**src/hw/rtl/mfs_pkg.sv**
```systemverilog
// Model format sniffer package: state and result types, phase and result codes,
// match tables and the per-byte text step functions.
// No dependencies.
`default_nettype none

package mfs_pkg;

  localparam int LENGTH_BITS = 32;
  typedef logic [LENGTH_BITS-1:0] count_t;

  // lead-in phase
  localparam logic [1:0] LP_WAIT  = 2'd0;
  localparam logic [1:0] LP_SKIP  = 2'd1;
  localparam logic [1:0] LP_FOUND = 2'd2;

  // line phase of the OBJ scanner
  localparam logic [2:0] LN_BETWEEN = 3'd0;
  localparam logic [2:0] LN_BLANKS  = 3'd1;
  localparam logic [2:0] LN_WORD    = 3'd2;
  localparam logic [2:0] LN_REST    = 3'd3;
  localparam logic [2:0] LN_STOP    = 3'd4;

  localparam logic [2:0] SOLID_FAIL = 3'd7;

  localparam logic [2:0] FMT_GLB  = 3'd0;
  localparam logic [2:0] FMT_GLTF = 3'd1;
  localparam logic [2:0] FMT_STL  = 3'd2;
  localparam logic [2:0] FMT_OBJ  = 3'd3;
  localparam logic [2:0] FMT_3MF  = 3'd4;

  localparam logic [2:0] RSN_UNKNOWN   = 3'd0;
  localparam logic [2:0] RSN_GLTF      = 3'd1;
  localparam logic [2:0] RSN_ZIP       = 3'd2;
  localparam logic [2:0] RSN_JSON      = 3'd3;
  localparam logic [2:0] RSN_ASCII_STL = 3'd4;
  localparam logic [2:0] RSN_STL_EXACT = 3'd5;
  localparam logic [2:0] RSN_STL_STRD  = 3'd6;
  localparam logic [2:0] RSN_OBJ       = 3'd7;

  localparam logic [7:0] SOLID_TOK [5] = '{8'h73, 8'h6F, 8'h6C, 8'h69, 8'h64};
  localparam logic [7:0] FACET_TOK [12] = '{8'h66, 8'h61, 8'h63, 8'h65, 8'h74, 8'h20,
                                            8'h6E, 8'h6F, 8'h72, 8'h6D, 8'h61, 8'h6C};
  localparam logic [7:0] ENDS_TOK [8] = '{8'h65, 8'h6E, 8'h64, 8'h73,
                                          8'h6F, 8'h6C, 8'h69, 8'h64};

  typedef struct packed {
    logic [1:0]  lead;
    logic [7:0]  fmc;
    logic [2:0]  solid;
    logic [3:0]  facet;
    logic [3:0]  endsolid;
    logic        stl_hit;
    logic [2:0]  line_phase;
    logic [47:0] line_word;
    logic [2:0]  word_len;
    logic [7:0]  lines_seen;
    logic        obj_hit;
  } txt_t;

  typedef struct packed {
    logic [2:0] format;
    logic [2:0] reason;
  } result_t;

  function automatic logic is_ws(logic [7:0] c);
    return c == 8'h20 || (c >= 8'h09 && c <= 8'h0D);
  endfunction

  function automatic logic [7:0] lower(logic [7:0] c);
    return (c >= 8'h41 && c <= 8'h5A) ? c + 8'd32 : c;
  endfunction

  function automatic logic [3:0] facet_step(logic [3:0] p, logic [7:0] c);
    if (p >= 4'd12) return 4'd12;
    if (c == FACET_TOK[p]) return p + 4'd1;
    return (c == FACET_TOK[0]) ? 4'd1 : 4'd0;
  endfunction

  function automatic logic [3:0] ends_step(logic [3:0] p, logic [7:0] c);
    if (p >= 4'd8) return 4'd8;
    if (c == ENDS_TOK[p[2:0]]) return p + 4'd1;
    return (c == ENDS_TOK[0]) ? 4'd1 : 4'd0;
  endfunction

  function automatic logic token_hit(logic [47:0] w, logic [2:0] n);
    logic one, two, six;
    one = w == 48'h76 || w == 48'h66 || w == 48'h6C || w == 48'h6F ||
          w == 48'h67 || w == 48'h73;
    two = w == 48'h766E || w == 48'h7674 || w == 48'h7670;
    six = w == 48'h6D746C6C6962 || w == 48'h7573656D746C;
    return (n == 3'd1 && one) || (n == 3'd2 && two) || (n == 3'd6 && six);
  endfunction

  function automatic txt_t line_failed(txt_t s);
    txt_t r;
    r = s;
    if (r.lines_seen != 8'hFF) r.lines_seen = r.lines_seen + 8'd1;
    r.line_phase = LN_REST;
    return r;
  endfunction

  function automatic txt_t judge_word(txt_t s);
    txt_t r;
    r = s;
    if (token_hit(r.line_word, r.word_len)) begin
      r.obj_hit = 1'b1;
      r.line_phase = LN_STOP;
    end else begin
      r = line_failed(r);
    end
    return r;
  endfunction

  function automatic txt_t line_end(txt_t s);
    txt_t r;
    r = s;
    if (r.line_phase == LN_BLANKS) r = line_failed(r);
    else if (r.line_phase == LN_WORD) r = judge_word(r);
    if (r.line_phase != LN_STOP) r.line_phase = LN_BETWEEN;
    return r;
  endfunction

  function automatic txt_t obj_byte(txt_t s, logic [7:0] b, logic [7:0] max_lines);
    txt_t r;
    r = s;
    if (r.line_phase == LN_STOP) return r;
    if (b == 8'h0D || b == 8'h0A) return line_end(r);
    if (r.line_phase == LN_BETWEEN) begin
      if (r.obj_hit || r.lines_seen >= max_lines) begin
        r.line_phase = LN_STOP;
        return r;
      end
      r.line_phase = LN_BLANKS;
    end
    if (r.line_phase == LN_BLANKS) begin
      if (b == 8'h20 || b == 8'h09) return r;
      if (b == 8'h23) return line_failed(r);
      r.line_phase = LN_WORD;
      r.line_word = '0;
      r.word_len = 3'd0;
    end
    if (r.line_phase == LN_WORD) begin
      if (is_ws(b) || b == 8'h2F || b == 8'h5C) begin
        r = judge_word(r);
      end else if (r.word_len < 3'd6) begin
        r.line_word = {r.line_word[39:0], lower(b)};
        r.word_len = r.word_len + 3'd1;
      end else begin
        r.word_len = 3'd7;
      end
    end
    return r;
  endfunction

  function automatic txt_t text_step(txt_t s, logic [7:0] b, logic in_win,
                                     logic [7:0] max_lines);
    txt_t r;
    logic [7:0] c;
    r = s;
    c = lower(b);
    if (r.lead == LP_SKIP && !is_ws(b)) begin
      r.lead = LP_FOUND;
      r.fmc = b;
      if (in_win) r.solid = (c == SOLID_TOK[0]) ? 3'd1 : SOLID_FAIL;
    end else if (r.lead == LP_FOUND && in_win && r.solid >= 3'd1 && r.solid < 3'd5) begin
      r.solid = (c == SOLID_TOK[r.solid]) ? r.solid + 3'd1 : SOLID_FAIL;
    end
    if (!in_win) return r;
    r.facet = facet_step(r.facet, c);
    r.endsolid = ends_step(r.endsolid, c);
    if (r.solid == 3'd5 && (r.facet == 4'd12 || r.endsolid == 4'd8)) r.stl_hit = 1'b1;
    r = obj_byte(r, b, max_lines);
    return r;
  endfunction

endpackage

`default_nettype wire

```
**src/hw/rtl/mfs_in_if.sv**
```systemverilog
// Byte stream channel of the model format sniffer.
// Depends on nothing.
`default_nettype none

interface mfs_in_if;
  logic       valid;
  logic       ready;
  logic [7:0] data_byte;
  logic       last_byte;
  modport source (output valid, data_byte, last_byte, input ready);
  modport sink (input valid, data_byte, last_byte, output ready);
endinterface

`default_nettype wire

```
**src/hw/rtl/mfs_out_if.sv**
```systemverilog
// Result channel of the model format sniffer.
// Depends on nothing.
`default_nettype none

interface mfs_out_if;
  logic       valid;
  logic       ready;
  logic [2:0] format;
  logic [2:0] reason;
  modport source (output valid, format, reason, input ready);
  modport sink (input valid, format, reason, output ready);
endinterface

`default_nettype wire

```
**src/hw/rtl/mfs_core.sv**
```systemverilog
// Sniffer state registers and per-byte update, including the head replay
// and the end-of-stream decision. Depends on mfs_pkg.
`default_nettype none

module mfs_core
  import mfs_pkg::*;
(
  input  wire logic        clk,
  input  wire logic        rst,
  input  wire logic        step,
  input  wire logic [7:0]  data_byte,
  input  wire logic        last_byte,
  input  wire logic [15:0] sample_window,
  input  wire logic [7:0]  max_lines,
  output result_t          result
);

  count_t      count, count_next;
  logic [31:0] head, head_next;
  logic [31:0] tri_cnt, tri_next;
  logic [5:0]  resid, resid_next;
  txt_t        txt, s0, s1, s2, s3;
  logic [1:0]  rep_cnt;
  logic        normal;
  logic [15:0] win;
  logic        in_win;
  logic [38:0] exact_len;

  assign win = (sample_window < 16'd4) ? 16'd4 : sample_window;
  assign in_win = count < count_t'(win);

  always_comb begin
    head_next = head;
    tri_next = tri_cnt;
    if (count < count_t'(4)) head_next[8*count[1:0] +: 8] = data_byte;
    if (count >= count_t'(80) && count < count_t'(84))
      tri_next[8*count[1:0] +: 8] = data_byte;

    count_next = count;
    resid_next = resid;
    if (count != '1) begin
      count_next = count + count_t'(1);
      resid_next = (resid == 6'd49) ? 6'd0 : resid + 6'd1;
    end

    s0 = txt;
    rep_cnt = 2'd0;
    normal = 1'b0;
    if (txt.lead == LP_WAIT) begin
      if (count == count_t'(2)) begin
        s0.lead = LP_SKIP;
        if (head_next[23:0] != 24'hBFBBEF) rep_cnt = 2'd3;
      end
    end else begin
      normal = 1'b1;
    end
    // short stream ended before the BOM decision: replay what arrived
    if (last_byte && s0.lead == LP_WAIT) begin
      s0.lead = LP_SKIP;
      rep_cnt = count_next[1:0];
    end

    if (normal) s1 = text_step(s0, data_byte, in_win, max_lines);
    else if (rep_cnt > 2'd0) s1 = text_step(s0, head_next[7:0], 1'b1, max_lines);
    else s1 = s0;
    s2 = (rep_cnt > 2'd1) ? text_step(s1, head_next[15:8], 1'b1, max_lines) : s1;
    s3 = (rep_cnt > 2'd2) ? text_step(s2, head_next[23:16], 1'b1, max_lines) : s2;
    if (last_byte && s3.line_phase != LN_STOP) s3 = line_end(s3);

    exact_len = {tri_next, 5'b0} + {2'b0, tri_next, 4'b0} + {6'b0, tri_next, 1'b0}
              + 39'd84;

    result = '{format: FMT_GLB, reason: RSN_UNKNOWN};
    if (count_next >= count_t'(4) && head_next == 32'h46546C67)
      result = '{format: FMT_GLB, reason: RSN_GLTF};
    else if (count_next >= count_t'(4) && head_next == 32'h04034B50)
      result = '{format: FMT_3MF, reason: RSN_ZIP};
    else if (s3.lead == LP_FOUND && s3.fmc == 8'h7B)
      result = '{format: FMT_GLTF, reason: RSN_JSON};
    else if (s3.stl_hit)
      result = '{format: FMT_STL, reason: RSN_ASCII_STL};
    else if (count_next >= count_t'(84) && exact_len == 39'(count_next))
      result = '{format: FMT_STL, reason: RSN_STL_EXACT};
    else if (count_next >= count_t'(84) && resid_next == 6'd34)
      result = '{format: FMT_STL, reason: RSN_STL_STRD};
    else if (s3.obj_hit)
      result = '{format: FMT_OBJ, reason: RSN_OBJ};
  end

  always_ff @(posedge clk) begin
    if (rst || (step && last_byte)) begin
      count <= '0;
      head <= '0;
      tri_cnt <= '0;
      resid <= '0;
      txt <= '0;
    end else if (step) begin
      count <= count_next;
      head <= head_next;
      tri_cnt <= tri_next;
      resid <= resid_next;
      txt <= s3;
    end
  end

endmodule

`default_nettype wire

```
**src/hw/rtl/model_format_sniffer.sv**
```systemverilog
// Model format sniffer top level: byte input register, sniffer core, result
// register and APB register port. Depends on mfs_pkg, mfs_in_if, mfs_out_if, mfs_core.
`default_nettype none

// Takes a model file as a stream of bytes, one per item, with last_byte set on
// the final byte, and returns one item per stream on the final byte: a format
// class and the reason that chose it. Priority: glTF magic, ZIP signature,
// '{' after an optional UTF-8 BOM and whitespace, ASCII STL, binary STL
// exact size, binary STL 50-byte stride, OBJ line token, else unknown.
// One byte is accepted every clock cycle unless a final byte is stalled; a byte
// passes an input register and the matcher logic into the result register, so
// the result is offered from that register once the final byte leaves the input
// register. The result register lets the next stream flow in while a result
// waits; a final byte stalls only while that register still holds an untaken
// result. Registers: sample_window at 0x0, max_lines at 0x4.
module model_format_sniffer
  import mfs_pkg::*;
(
  input  wire logic        clk,
  input  wire logic        rst,
  mfs_in_if.sink           byte_ch,
  mfs_out_if.source        result_ch,
  input  wire logic        psel,
  input  wire logic        penable,
  input  wire logic        pwrite,
  input  wire logic [2:0]  paddr,
  input  wire logic [31:0] pwdata,
  output logic [31:0]      prdata,
  output logic             pready
);

  logic [15:0] sample_window;
  logic [7:0]  max_lines;

  logic        iv;
  logic [7:0]  ib;
  logic        il;
  logic        fire;
  logic        ov;
  result_t     res, res_q;

  // register port: address bit 2 picks the register
  assign pready = 1'b1;
  assign prdata = paddr[2] ? {24'b0, max_lines} : {16'b0, sample_window};

  always_ff @(posedge clk) begin
    if (rst) begin
      sample_window <= 16'd16384;
      max_lines <= 8'd64;
    end else if (psel && penable && pwrite) begin
      if (paddr[2]) max_lines <= pwdata[7:0];
      else sample_window <= pwdata[15:0];
    end
  end

  // advance the held byte unless it is a final byte and the result slot is blocked
  assign fire = iv && (!il || !ov || result_ch.ready);
  assign byte_ch.ready = !iv || fire;

  always_ff @(posedge clk) begin
    if (rst) begin
      iv <= 1'b0;
    end else if (byte_ch.valid && byte_ch.ready) begin
      iv <= 1'b1;
    end else if (fire) begin
      iv <= 1'b0;
    end
  end

  always_ff @(posedge clk) begin
    if (byte_ch.valid && byte_ch.ready) begin
      ib <= byte_ch.data_byte;
      il <= byte_ch.last_byte;
    end
  end

  mfs_core u_core (
    .clk           (clk),
    .rst           (rst),
    .step          (fire),
    .data_byte     (ib),
    .last_byte     (il),
    .sample_window (sample_window),
    .max_lines     (max_lines),
    .result        (res)
  );

  // hold the result until taken
  always_ff @(posedge clk) begin
    if (rst) begin
      ov <= 1'b0;
    end else if (fire && il) begin
      ov <= 1'b1;
    end else if (result_ch.ready) begin
      ov <= 1'b0;
    end
  end

  always_ff @(posedge clk) begin
    if (fire && il) res_q <= res;
  end

  assign result_ch.valid = ov;
  assign result_ch.format = res_q.format;
  assign result_ch.reason = res_q.reason;

`ifndef SYNTHESIS
  a_last_gives_result: assert property (@(posedge clk) disable iff (rst)
    fire && il |=> ov)
    else $error("final byte gave no result");
  a_empty_takes: assert property (@(posedge clk) disable iff (rst)
    !iv |-> byte_ch.ready)
    else $error("empty input register refused a byte");
  a_unknown_is_glb: assert property (@(posedge clk) disable iff (rst)
    ov && res_q.reason == RSN_UNKNOWN |-> res_q.format == FMT_GLB)
    else $error("unknown reason with non-default format");
  a_no_drop: assert property (@(posedge clk) disable iff (rst)
    ov && !result_ch.ready |-> !(fire && il))
    else $error("result overwritten before taken");
`endif

endmodule

`default_nettype wire
```
**src/flat_wrapper.sv**
```systemverilog
// flat-port wrapper written by rule: the top's interface ports become plain ports
module model_format_sniffer_flat import mfs_pkg::*;
  (clk, rst, psel, penable, pwrite, paddr, pwdata, prdata, pready, byte_ch_valid, byte_ch_data_byte, byte_ch_last_byte, byte_ch_ready, result_ch_valid, result_ch_format, result_ch_reason, result_ch_ready);
  mfs_in_if byte_ch_i ();
  mfs_out_if result_ch_i ();
  input  wire logic clk;
  input  wire logic rst;
  input  wire logic psel;
  input  wire logic penable;
  input  wire logic pwrite;
  input  wire logic [2:0] paddr;
  input  wire logic [31:0] pwdata;
  output logic [31:0] prdata;
  output logic pready;
  input wire logic [$bits(byte_ch_i.valid)-1:0] byte_ch_valid;
  input wire logic [$bits(byte_ch_i.data_byte)-1:0] byte_ch_data_byte;
  input wire logic [$bits(byte_ch_i.last_byte)-1:0] byte_ch_last_byte;
  output wire logic [$bits(byte_ch_i.ready)-1:0] byte_ch_ready;
  output wire logic [$bits(result_ch_i.valid)-1:0] result_ch_valid;
  output wire logic [$bits(result_ch_i.format)-1:0] result_ch_format;
  output wire logic [$bits(result_ch_i.reason)-1:0] result_ch_reason;
  input wire logic [$bits(result_ch_i.ready)-1:0] result_ch_ready;
  assign byte_ch_i.valid = byte_ch_valid;
  assign byte_ch_i.data_byte = byte_ch_data_byte;
  assign byte_ch_i.last_byte = byte_ch_last_byte;
  assign byte_ch_ready = byte_ch_i.ready;
  assign result_ch_valid = result_ch_i.valid;
  assign result_ch_format = result_ch_i.format;
  assign result_ch_reason = result_ch_i.reason;
  assign result_ch_i.ready = result_ch_ready;
  model_format_sniffer u_core (.clk(clk), .rst(rst), .byte_ch(byte_ch_i), .result_ch(result_ch_i), .psel(psel), .penable(penable), .pwrite(pwrite), .paddr(paddr), .pwdata(pwdata), .prdata(prdata), .pready(pready));
endmodule
```
**config.mk**
```make
export PLATFORM = sky130hd
export DESIGN_NAME = model_format_sniffer_flat
export DESIGN_NICKNAME = d
export VERILOG_FILES = /design/src/hw/rtl/mfs_pkg.sv /design/src/hw/rtl/mfs_in_if.sv /design/src/hw/rtl/mfs_out_if.sv /design/src/hw/rtl/mfs_core.sv /design/src/hw/rtl/model_format_sniffer.sv /design/src/flat_wrapper.sv
export SDC_FILE = /design/constraint.sdc
export NUM_CORES = 2
export LEC_CHECK = 0
export ABC_AREA = 1
export BUFFER_PORTS_ARGS = -buffer_cell sky130_fd_sc_hd__buf_2
export CAP_MARGIN = 20
export CORE_MARGIN = 3
export CORE_UTILIZATION = 55
export CTS_BUF_LIST = sky130_fd_sc_hd__clkbuf_8
export DETAILED_ROUTE_END_ITERATION = 10
export PLACE_DENSITY = 0.73
export REMOVE_ABC_BUFFERS = 1
export SYNTH_ARGS = -nofsm -noshare
export SYNTH_HDL_FRONTEND = slang
export SYNTH_SLANG_ARGS = --single-unit
```
**constraint.sdc**
```tcl
create_clock -name clk -period 13.4 [get_ports clk]
set_clock_uncertainty 0.1 [all_clocks]
set_input_delay 0.67 -clock clk [delete_from_list [all_inputs] [get_ports clk]]
set_output_delay 0.67 -clock clk [all_outputs]
set_load 0.01 [all_outputs]
```
; Yosys cells after proc, flatten, opt, wreduce, memory -nomap -nowiden
; Memories as Yosys holds them, arrays and structs flattened.
; Index checks and enable logic that the tools add are counted.
; W data, S select, Z words.
[classes]
addsub = 27
mul = 0
div_mod_pow = 0
magnitude_cmp = 54
eq_ne = 221
n_shift = 2
mux = 496
bitwise_logic = 10
reduce_logical = 191
[ops]
columns = cell, n
row1 = $mux W85, 72
row2 = $eq A48 B7 Y1 const B, 48
row3 = $mux W54, 28
row4 = $eq A48 B15 Y1 const B, 24
row5 = $mux W63, 14
row6 = $eq A48 B47 Y1 const B, 16
row7 = $mux W8, 34
row8 = $mux W1, 205
row9 = $mux W51, 4
row10 = $mux W3, 64
row11 = $mux W48, 4
row12 = $mux W4, 38
row13 = $eq A8 B7 Y1 const B, 17
row14 = $logic_or A1 B1 Y1, 111
row15 = $eq A8 B4 Y1 const B, 12
row16 = $eq A8 B6 Y1 const B, 12
row17 = $eq A8 B8 Y1, 12
row18 = $mux W32, 3
row19 = $mux W10, 7
row20 = $bwmux W32, 2
row21 = $ge A32 B7 Y1 const B, 2
row22 = $logic_and A1 B1 Y1, 62
row23 = $eq A3 B1 Y1 const B, 16
row24 = $eq A3 B2 Y1 const B, 16
row25 = other kinds (56), 178
[word_totals]
ff_bits = 228
latchBits = 0
ramBits = 0
mem_bits_ro = 768
input_bits = 51
out_inout_bits = 41
memories = 9
[mem_list]
columns = memory, words, width, rd, rd_ports_with_merged_regs, write_ports, line
row1 = (no name shown), 16, 8, 1, 0, 0, mfs_pkg.sv:75  ; if (c == FACET_TOK[p]) return p + 4'd1;
row2 = (no name shown), 16, 8, 1, 0, 0, mfs_pkg.sv:75
row3 = (no name shown), 16, 8, 1, 0, 0, mfs_pkg.sv:75
row4 = (no name shown), 8, 8, 1, 0, 0, mfs_pkg.sv:81  ; if (c == ENDS_TOK[p[2:0]]) return p + 4'd1;
row5 = (no name shown), 8, 8, 1, 0, 0, mfs_pkg.sv:166  ; r.solid = (c == SOLID_TOK[r.solid]) ? r.solid + 3'd1 : SOLID_FAIL;
row6 = (no name shown), 8, 8, 1, 0, 0, mfs_pkg.sv:81
row7 = +3 memories, --, --, --, --, --, --

; Longest topological paths before layout
[depth]
word_depth = 173
ltp_mapped = 111
depth_no_buf = 104

; Modules after synthesis
; Synthesis repeated with hierarchy kept, for this count alone.
[hier_totals]
hier_cells = 6022
area_unflattened_um2 = 33688.6
[modules_own_cells]
columns = module, instances, cells_per_inst, area_each_um2, seq_area_each_um2
row1 = mfs_core, 1, 5780, 31790.5, 3743.6
row2 = model_format_sniffer, 1, 242, 1898.1, 970.9

; Least setup slack after synthesis
; OpenSTA, ideal clock, no wires.
[synth_timing]
kind = flip-flop to flip-flop
start = reg u_core.u_core.count[0]
end = reg u_core.u_core.txt (netlist bit u_core.u_core.s0[4])
t_arrival_ns = 12.714
required_time_ns = 13.191
setup_slack_ns = 0.477
path_stages_with_launch = 102
path_cell_list = dfxtp_1 -> inv_2 -> ha_1 -> inv_1 -> nand2_1 -> nor2_1 -> nand2_1 -> o21ai_0 -> nand2_2 -> nand2_4 -> nand2_1 -> nor2_1 -> nand2_2 -> nand4_4 -> inv_1 -> clkbuf_1 -> nor2_1 -> inv_1 -> [66 not listed] -> nand3_1 -> nand3_2 -> nand2_4 -> inv_2 -> nand2_1 -> nand2_1 -> nand2_1 -> nand2_1 -> ha_1 -> inv_1 -> nor3_1 -> nand3_1 -> nor2_1 -> nor2_1 -> nand4_1 -> nand3_1 -> nand2_1 -> inv_1
[synth_between]
elab_chain_len = 110
elab_cells_between_ends = 484
cone_classes = add/sub (11) / order compare (22) / eq/ne (127) / shift (2) / mux (216) / reduce/logical (106)
[synth_rtl]
columns = element, line
row1 = from (decl), mfs_core.sv:18  ; count_t count, count_next;
row2 = from (signal assigned), mfs_core.sv:98  ; count <= count_next;
row3 = $neg A5 Y34, mfs_core.sv:35  ; if (count < count_t'(4)) head_next[8*count[1:0] +: 8] = data_byte;
row4 = $shiftx A8 B34 Y32 or $shift A8 B34 Y32 (tied branches), mfs_core.sv:35
row5 = $bwmux W32, mfs_core.sv:35
row6 = $mux W32, mfs_core.sv:35
row7 = $eq A8 B6 Y1, mfs_pkg.sv:137  ; if (b == 8'h23) return line_failed(r);
row8 = $mux W1 (2 in series), mfs_pkg.sv:137
row9 = $mux W1 (2 in series), mfs_pkg.sv:135  ; if (r.line_phase == LN_BLANKS) begin
row10 = $mux W1, mfs_pkg.sv:128  ; if (r.line_phase == LN_BETWEEN) begin
row11 = [92 not listed], --
row12 = $mux W85 (*), mfs_core.sv:67  ; s3 = (rep_cnt > 2'd2) ? text_step(s2, head_next[23:16], 1'b1, max_lines) : s2;
row13 = $add A8 B1 Y8 or $ne A8 B8 Y1 (tied branches), mfs_pkg.sv:97  ; if (r.lines_seen != 8'hFF) r.lines_seen = r.lines_seen + 8'd1;
row14 = $mux W8, mfs_pkg.sv:97
row15 = $mux W8, mfs_pkg.sv:105  ; if (token_hit(r.line_word, r.word_len)) begin
row16 = $mux W63, mfs_pkg.sv:118  ; else if (r.line_phase == LN_WORD) r = judge_word(r);
row17 = $mux W63, mfs_pkg.sv:117  ; if (r.line_phase == LN_BLANKS) r = line_failed(r);
row18 = $mux W85, mfs_core.sv:68  ; if (last_byte && s3.line_phase != LN_STOP) s3 = line_end(s3);
row19 = $mux W85 (*), mfs_core.sv:68
row20 = to (signal assigned), mfs_core.sv:96  ; txt <= '0;
row21 = to (signal assigned), mfs_core.sv:102  ; txt <= s3;
row22 = to (decl), mfs_core.sv:22  ; txt_t txt, s0, s1, s2, s3;
; Every way passes the cells marked *; elsewhere a longest branch is shown, timed or not. The select of a mux whose other input is x is not followed.
; A chain may end at the register's enable or synchronous reset.

; Final worst setup path
[layout_timing]
start = reg u_core.ib[4]
end = reg u_core.u_core.txt (netlist bit u_core.u_core.s0[4])
[layout_between]
elab_chain_len = 109
elab_cells_between_ends = 575
cone_classes = add/sub (11) / order compare (25) / eq/ne (147) / shift (1) / mux (267) / reduce/logical (124)
[layout_rtl]
columns = element, line
row1 = from (decl), model_format_sniffer.sv:36  ; logic [7:0] ib;
row2 = from (signal assigned), model_format_sniffer.sv:72  ; ib <= byte_ch.data_byte;
row3 = $shiftx A8 B34 Y32, mfs_core.sv:35
row4 = $bwmux W32, mfs_core.sv:35
row5 = $mux W32, mfs_core.sv:35
row6 = $eq A8 B6 Y1, mfs_pkg.sv:137
row7 = $mux W1 (2 in series), mfs_pkg.sv:137
row8 = $mux W1 (2 in series), mfs_pkg.sv:135
row9 = $mux W1, mfs_pkg.sv:128
row10 = $mux W1, mfs_pkg.sv:127  ; if (b == 8'h0D || b == 8'h0A) return line_end(r);
row11 = [91 not listed], --
row12 = $mux W85 (*), mfs_core.sv:67
row13 = $add A8 B1 Y8 or $ne A8 B8 Y1 (tied branches), mfs_pkg.sv:97
row14 = $mux W8, mfs_pkg.sv:97
row15 = $mux W8, mfs_pkg.sv:105
row16 = $mux W63, mfs_pkg.sv:118
row17 = $mux W63, mfs_pkg.sv:117
row18 = $mux W85, mfs_core.sv:68
row19 = $mux W85 (*), mfs_core.sv:68
; Marks and branches as above.

==> impl_metrics.json <==
{
  "status": "finished clean",
  "drv_cap": 0,
  "cpPeakStageDelay_ns": 0.82,
  "clk_pin_slew_ns": 0.06,
  "drcViolationCount": 0,
  "initial_core_util_pct": 55.8,
  "min_path_cells": 1,
  "drt-initial-drc-count": 5305,
  "fill_cells": 6104,
  "cts_buffers": 47,
  "die_area_um2": 63100,
  "fmax_ghz": 0.0784,
  "placement.cell_area_um2": 34800,
  "wirelength_um": 135000,
  "synth.cell_area_um2": 33100,
  "end_kind": "register",
  "vias": 40500,
  "wire_per_inst_um": 19.8,
  "grt_remaining_overflow": 0,
  "grt_antenna_before_repair": 3,
  "clockRootBuffer": "clkbuf_8",
  "synth_ff_type": "dfxtp_1",
  "crit_type": "register to register",
  "synth.top_cell.area_share_pct": 17.1,
  "layout-drive-gt1-share_pct": 9.99,
  "yosys-top-cells-count": "nand2_1, inv_1, nor2_1, o21ai_0, a21oi_1",
  "critical-path-top-cell-by-count": "nand2_1",
  "die_w_um": 251,
  "tns_ns": 0,
  "grt_pass1_wl_um": 204000,
  "htree_levels": 2,
  "insertion_delay_ns": 0.66,
  "grt_pass1_vias": 35600,
  "p_per_area_nw_per_um2": 115,
  "clock-sinks": 227,
  "pre_cts_ws_ns": -0.0518,
  "fin_crit_ns": 12.76,
  "ys_ff_latch": 227,
  "cts_tree": "built",
  "yosysUniqueCellTypes": 76,
  "synthCells": 5913,
  "hold_path.class": "input pin to register",
  "synth-edff-count": 14,
  "ys_top_cells_by_area": "nand2_1, dfxtp_1, inv_1, o21ai_0, nor2_1",
  "fin_nets": 6265,
  "crit_path_max_fanout": 9,
  "viasPerCell": 5.93,
  "hpwl_um": 105000,
  "crit_arrival_ns": 13.20,
  "gp_congestion": 1.06,
  "cp_slowest_cell": "edfxtp_1",
  "firstDrtPassIters": 6,
  "synthToLayoutAreaGrowth_pct": 9.67,
  "ant_nets": 0,
  "hold_viol_final": 0,
  "rows": 89,
  "fin_crit_sh_pct": 95.2,
  "ir_drop_mv": 0.136,
  "syn_area_per_cell_um2": 5.59,
  "drv_slew": 0,
  "grt_usage_pct": 40.8,
  "p_leak_nw": 18.3,
  "pin_count": 92,
  "synth-seq-area-share_pct": 14.2,
  "worstPathRequired_ns": 13.85,
  "utilization_pct": 61.2,
  "async_reset_ff_share_pct": 0,
  "setup_viol": 0,
  "relSlewSlack_pct": 27.6,
  "die_h_um": 251,
  "grt_max_degree": 132,
  "rr_worst_depth": 89,
  "tightest_slew_ns": 1.08,
  "fin_area_um2": 36300,
  "place.port_buffers": 56,
  "cts_buffer_depth": 3,
  "worst_slack_ns": 0.645,
  "core_um2": 59200,
  "start_kind": "register",
  "synth_warnings": 0,
  "synth_top_area_cell": "nand2_1",
  "synth.most_common_cell": "nand2_1"
}
flip-flops by register name, indices dropped and copies added (netlist names), 3 cells and up:
register                 count
u_core.sample_window        16
u_core.u_core.head          32
u_core.result_ch.reason      3
u_core.ib                    8
u_core.u_core.tri_cnt       32
u_core.u_core.count         32
u_core.u_core.resid          6
u_core.max_lines             8
u_core.u_core.s0            83
routing by layer:
| metal | track usage (%) | routed length, um |
|---|---|---|
| met5 | 0 | 26 |
| met1 | 54.9 | 55100 |
| met4 | 20.7 | 7920 |
| met2 | 61.3 | 56100 |
| met3 | 8.96 | 15900 |
critical path, delay by kind of cell, from the launching register on:
kind	cells	cell delay, ns
AOI/OAI and AO/OA	21	3.27
buffers and inverters	16	1.76
adders and majority gates	5	1.13
and+or+nand+nor	47	5.50
DFF	1	0.82
cells by family after synthesis:
kind of cell | count (synthesis) | synth area share (%)
AO/OA/AOI/OAI | 1290 | 21.7
XOR/XNOR | 142 | 3.76
adder cells (fa/ha/maj) | 202 | 8.28
buffers and inverters | 1150 | 14.1
flip-flops | 227 | 14.2
multiplexers | 4 | 0.125
other | 2 | 0.0227
AND/OR/NAND/NOR | 2896 | 37.8
through the flow:
stage | instances | total power, mW | hold WS (ns)
3_3_place_gp | 6715 | 3.23 | 0.387
2_1_floorplan | 5669 | 2.40 | 0.360
6_report | 6824 | 4.18 | 0.0964
4_1_cts | 6805 | 4.01 | 0.0807
5_1_grt | 6823 | 4.44 | 0.0909
3_5_place_dp | 6715 | 3.25 | 0.387
layout by cell type (no fill, tap or decap), drive strengths merged, types with 56 or more instances in the layout:
| master | netlist | final |
|---|---|---|
| a21oi | 440 | 440 |
| buf | 121 | 293 |
| dfxtp | 213 | 213 |
| ha | 174 | 174 |
| inv | 875 | 897 |
| nand2 | 1549 | 1549 |
| nand3 | 399 | 399 |
| nand4 | 106 | 106 |
| nor2 | 644 | 644 |
| nor3 | 98 | 98 |
| o211ai | 110 | 110 |
| o21ai | 580 | 580 |
| o22ai | 56 | 56 |
| xor2 | 120 | 120 |
path summary, 6_finish.rpt:
check | from | to | slack [ns]
max | u_core.ib[4]$_DFFE_PP_ | u_core.u_core.s0[4]$_SDFFE_PP0P_ | 0.64
min | byte_ch_data_byte[3] | u_core.ib[3]$_DFFE_PP_ | 0.1
min reg2reg | u_core.sample_window[2]$_SDFFE_PP0P_ | u_core.sample_window[2]$_SDFFE_PP0P_ | 0.40
max reg2reg | u_core.ib[4]$_DFFE_PP_ | u_core.u_core.s0[4]$_SDFFE_PP0P_ | 0.64
area by class of cell:
type	count	area [um2]	share of cell area, %
diodes	2	5.00	0.0138
flip-flops and latches	227	4680	12.9
clock inverters	32	170	0.469
well taps	773	967	2.67
repair buffers	294	2190	6.05
inverters	891	3360	9.27
clock buffers	54	743	2.05
multi-input cells	4551	24100	66.6
where the power goes:
group / switching, mW / internal (mW) / total (mW)
combinational: 1.84 / 0.815 / 2.65
sequential: 0.0449 / 0.725 / 0.770
clock: 0.372 / 0.388 / 0.760
total: 2.25 / 1.93 / 4.18
what timing repair did:
item | 4_1_cts | 5_1_grt
endpoints found under the setup margin | 12 | 17
pin swaps | 1 | 29
setup buffers | 4 | 15
cloned | 0 | 1
hold buffers | 0 | 0
resized for setup | 3 | 98
Power figures use the tool's default switching activity.
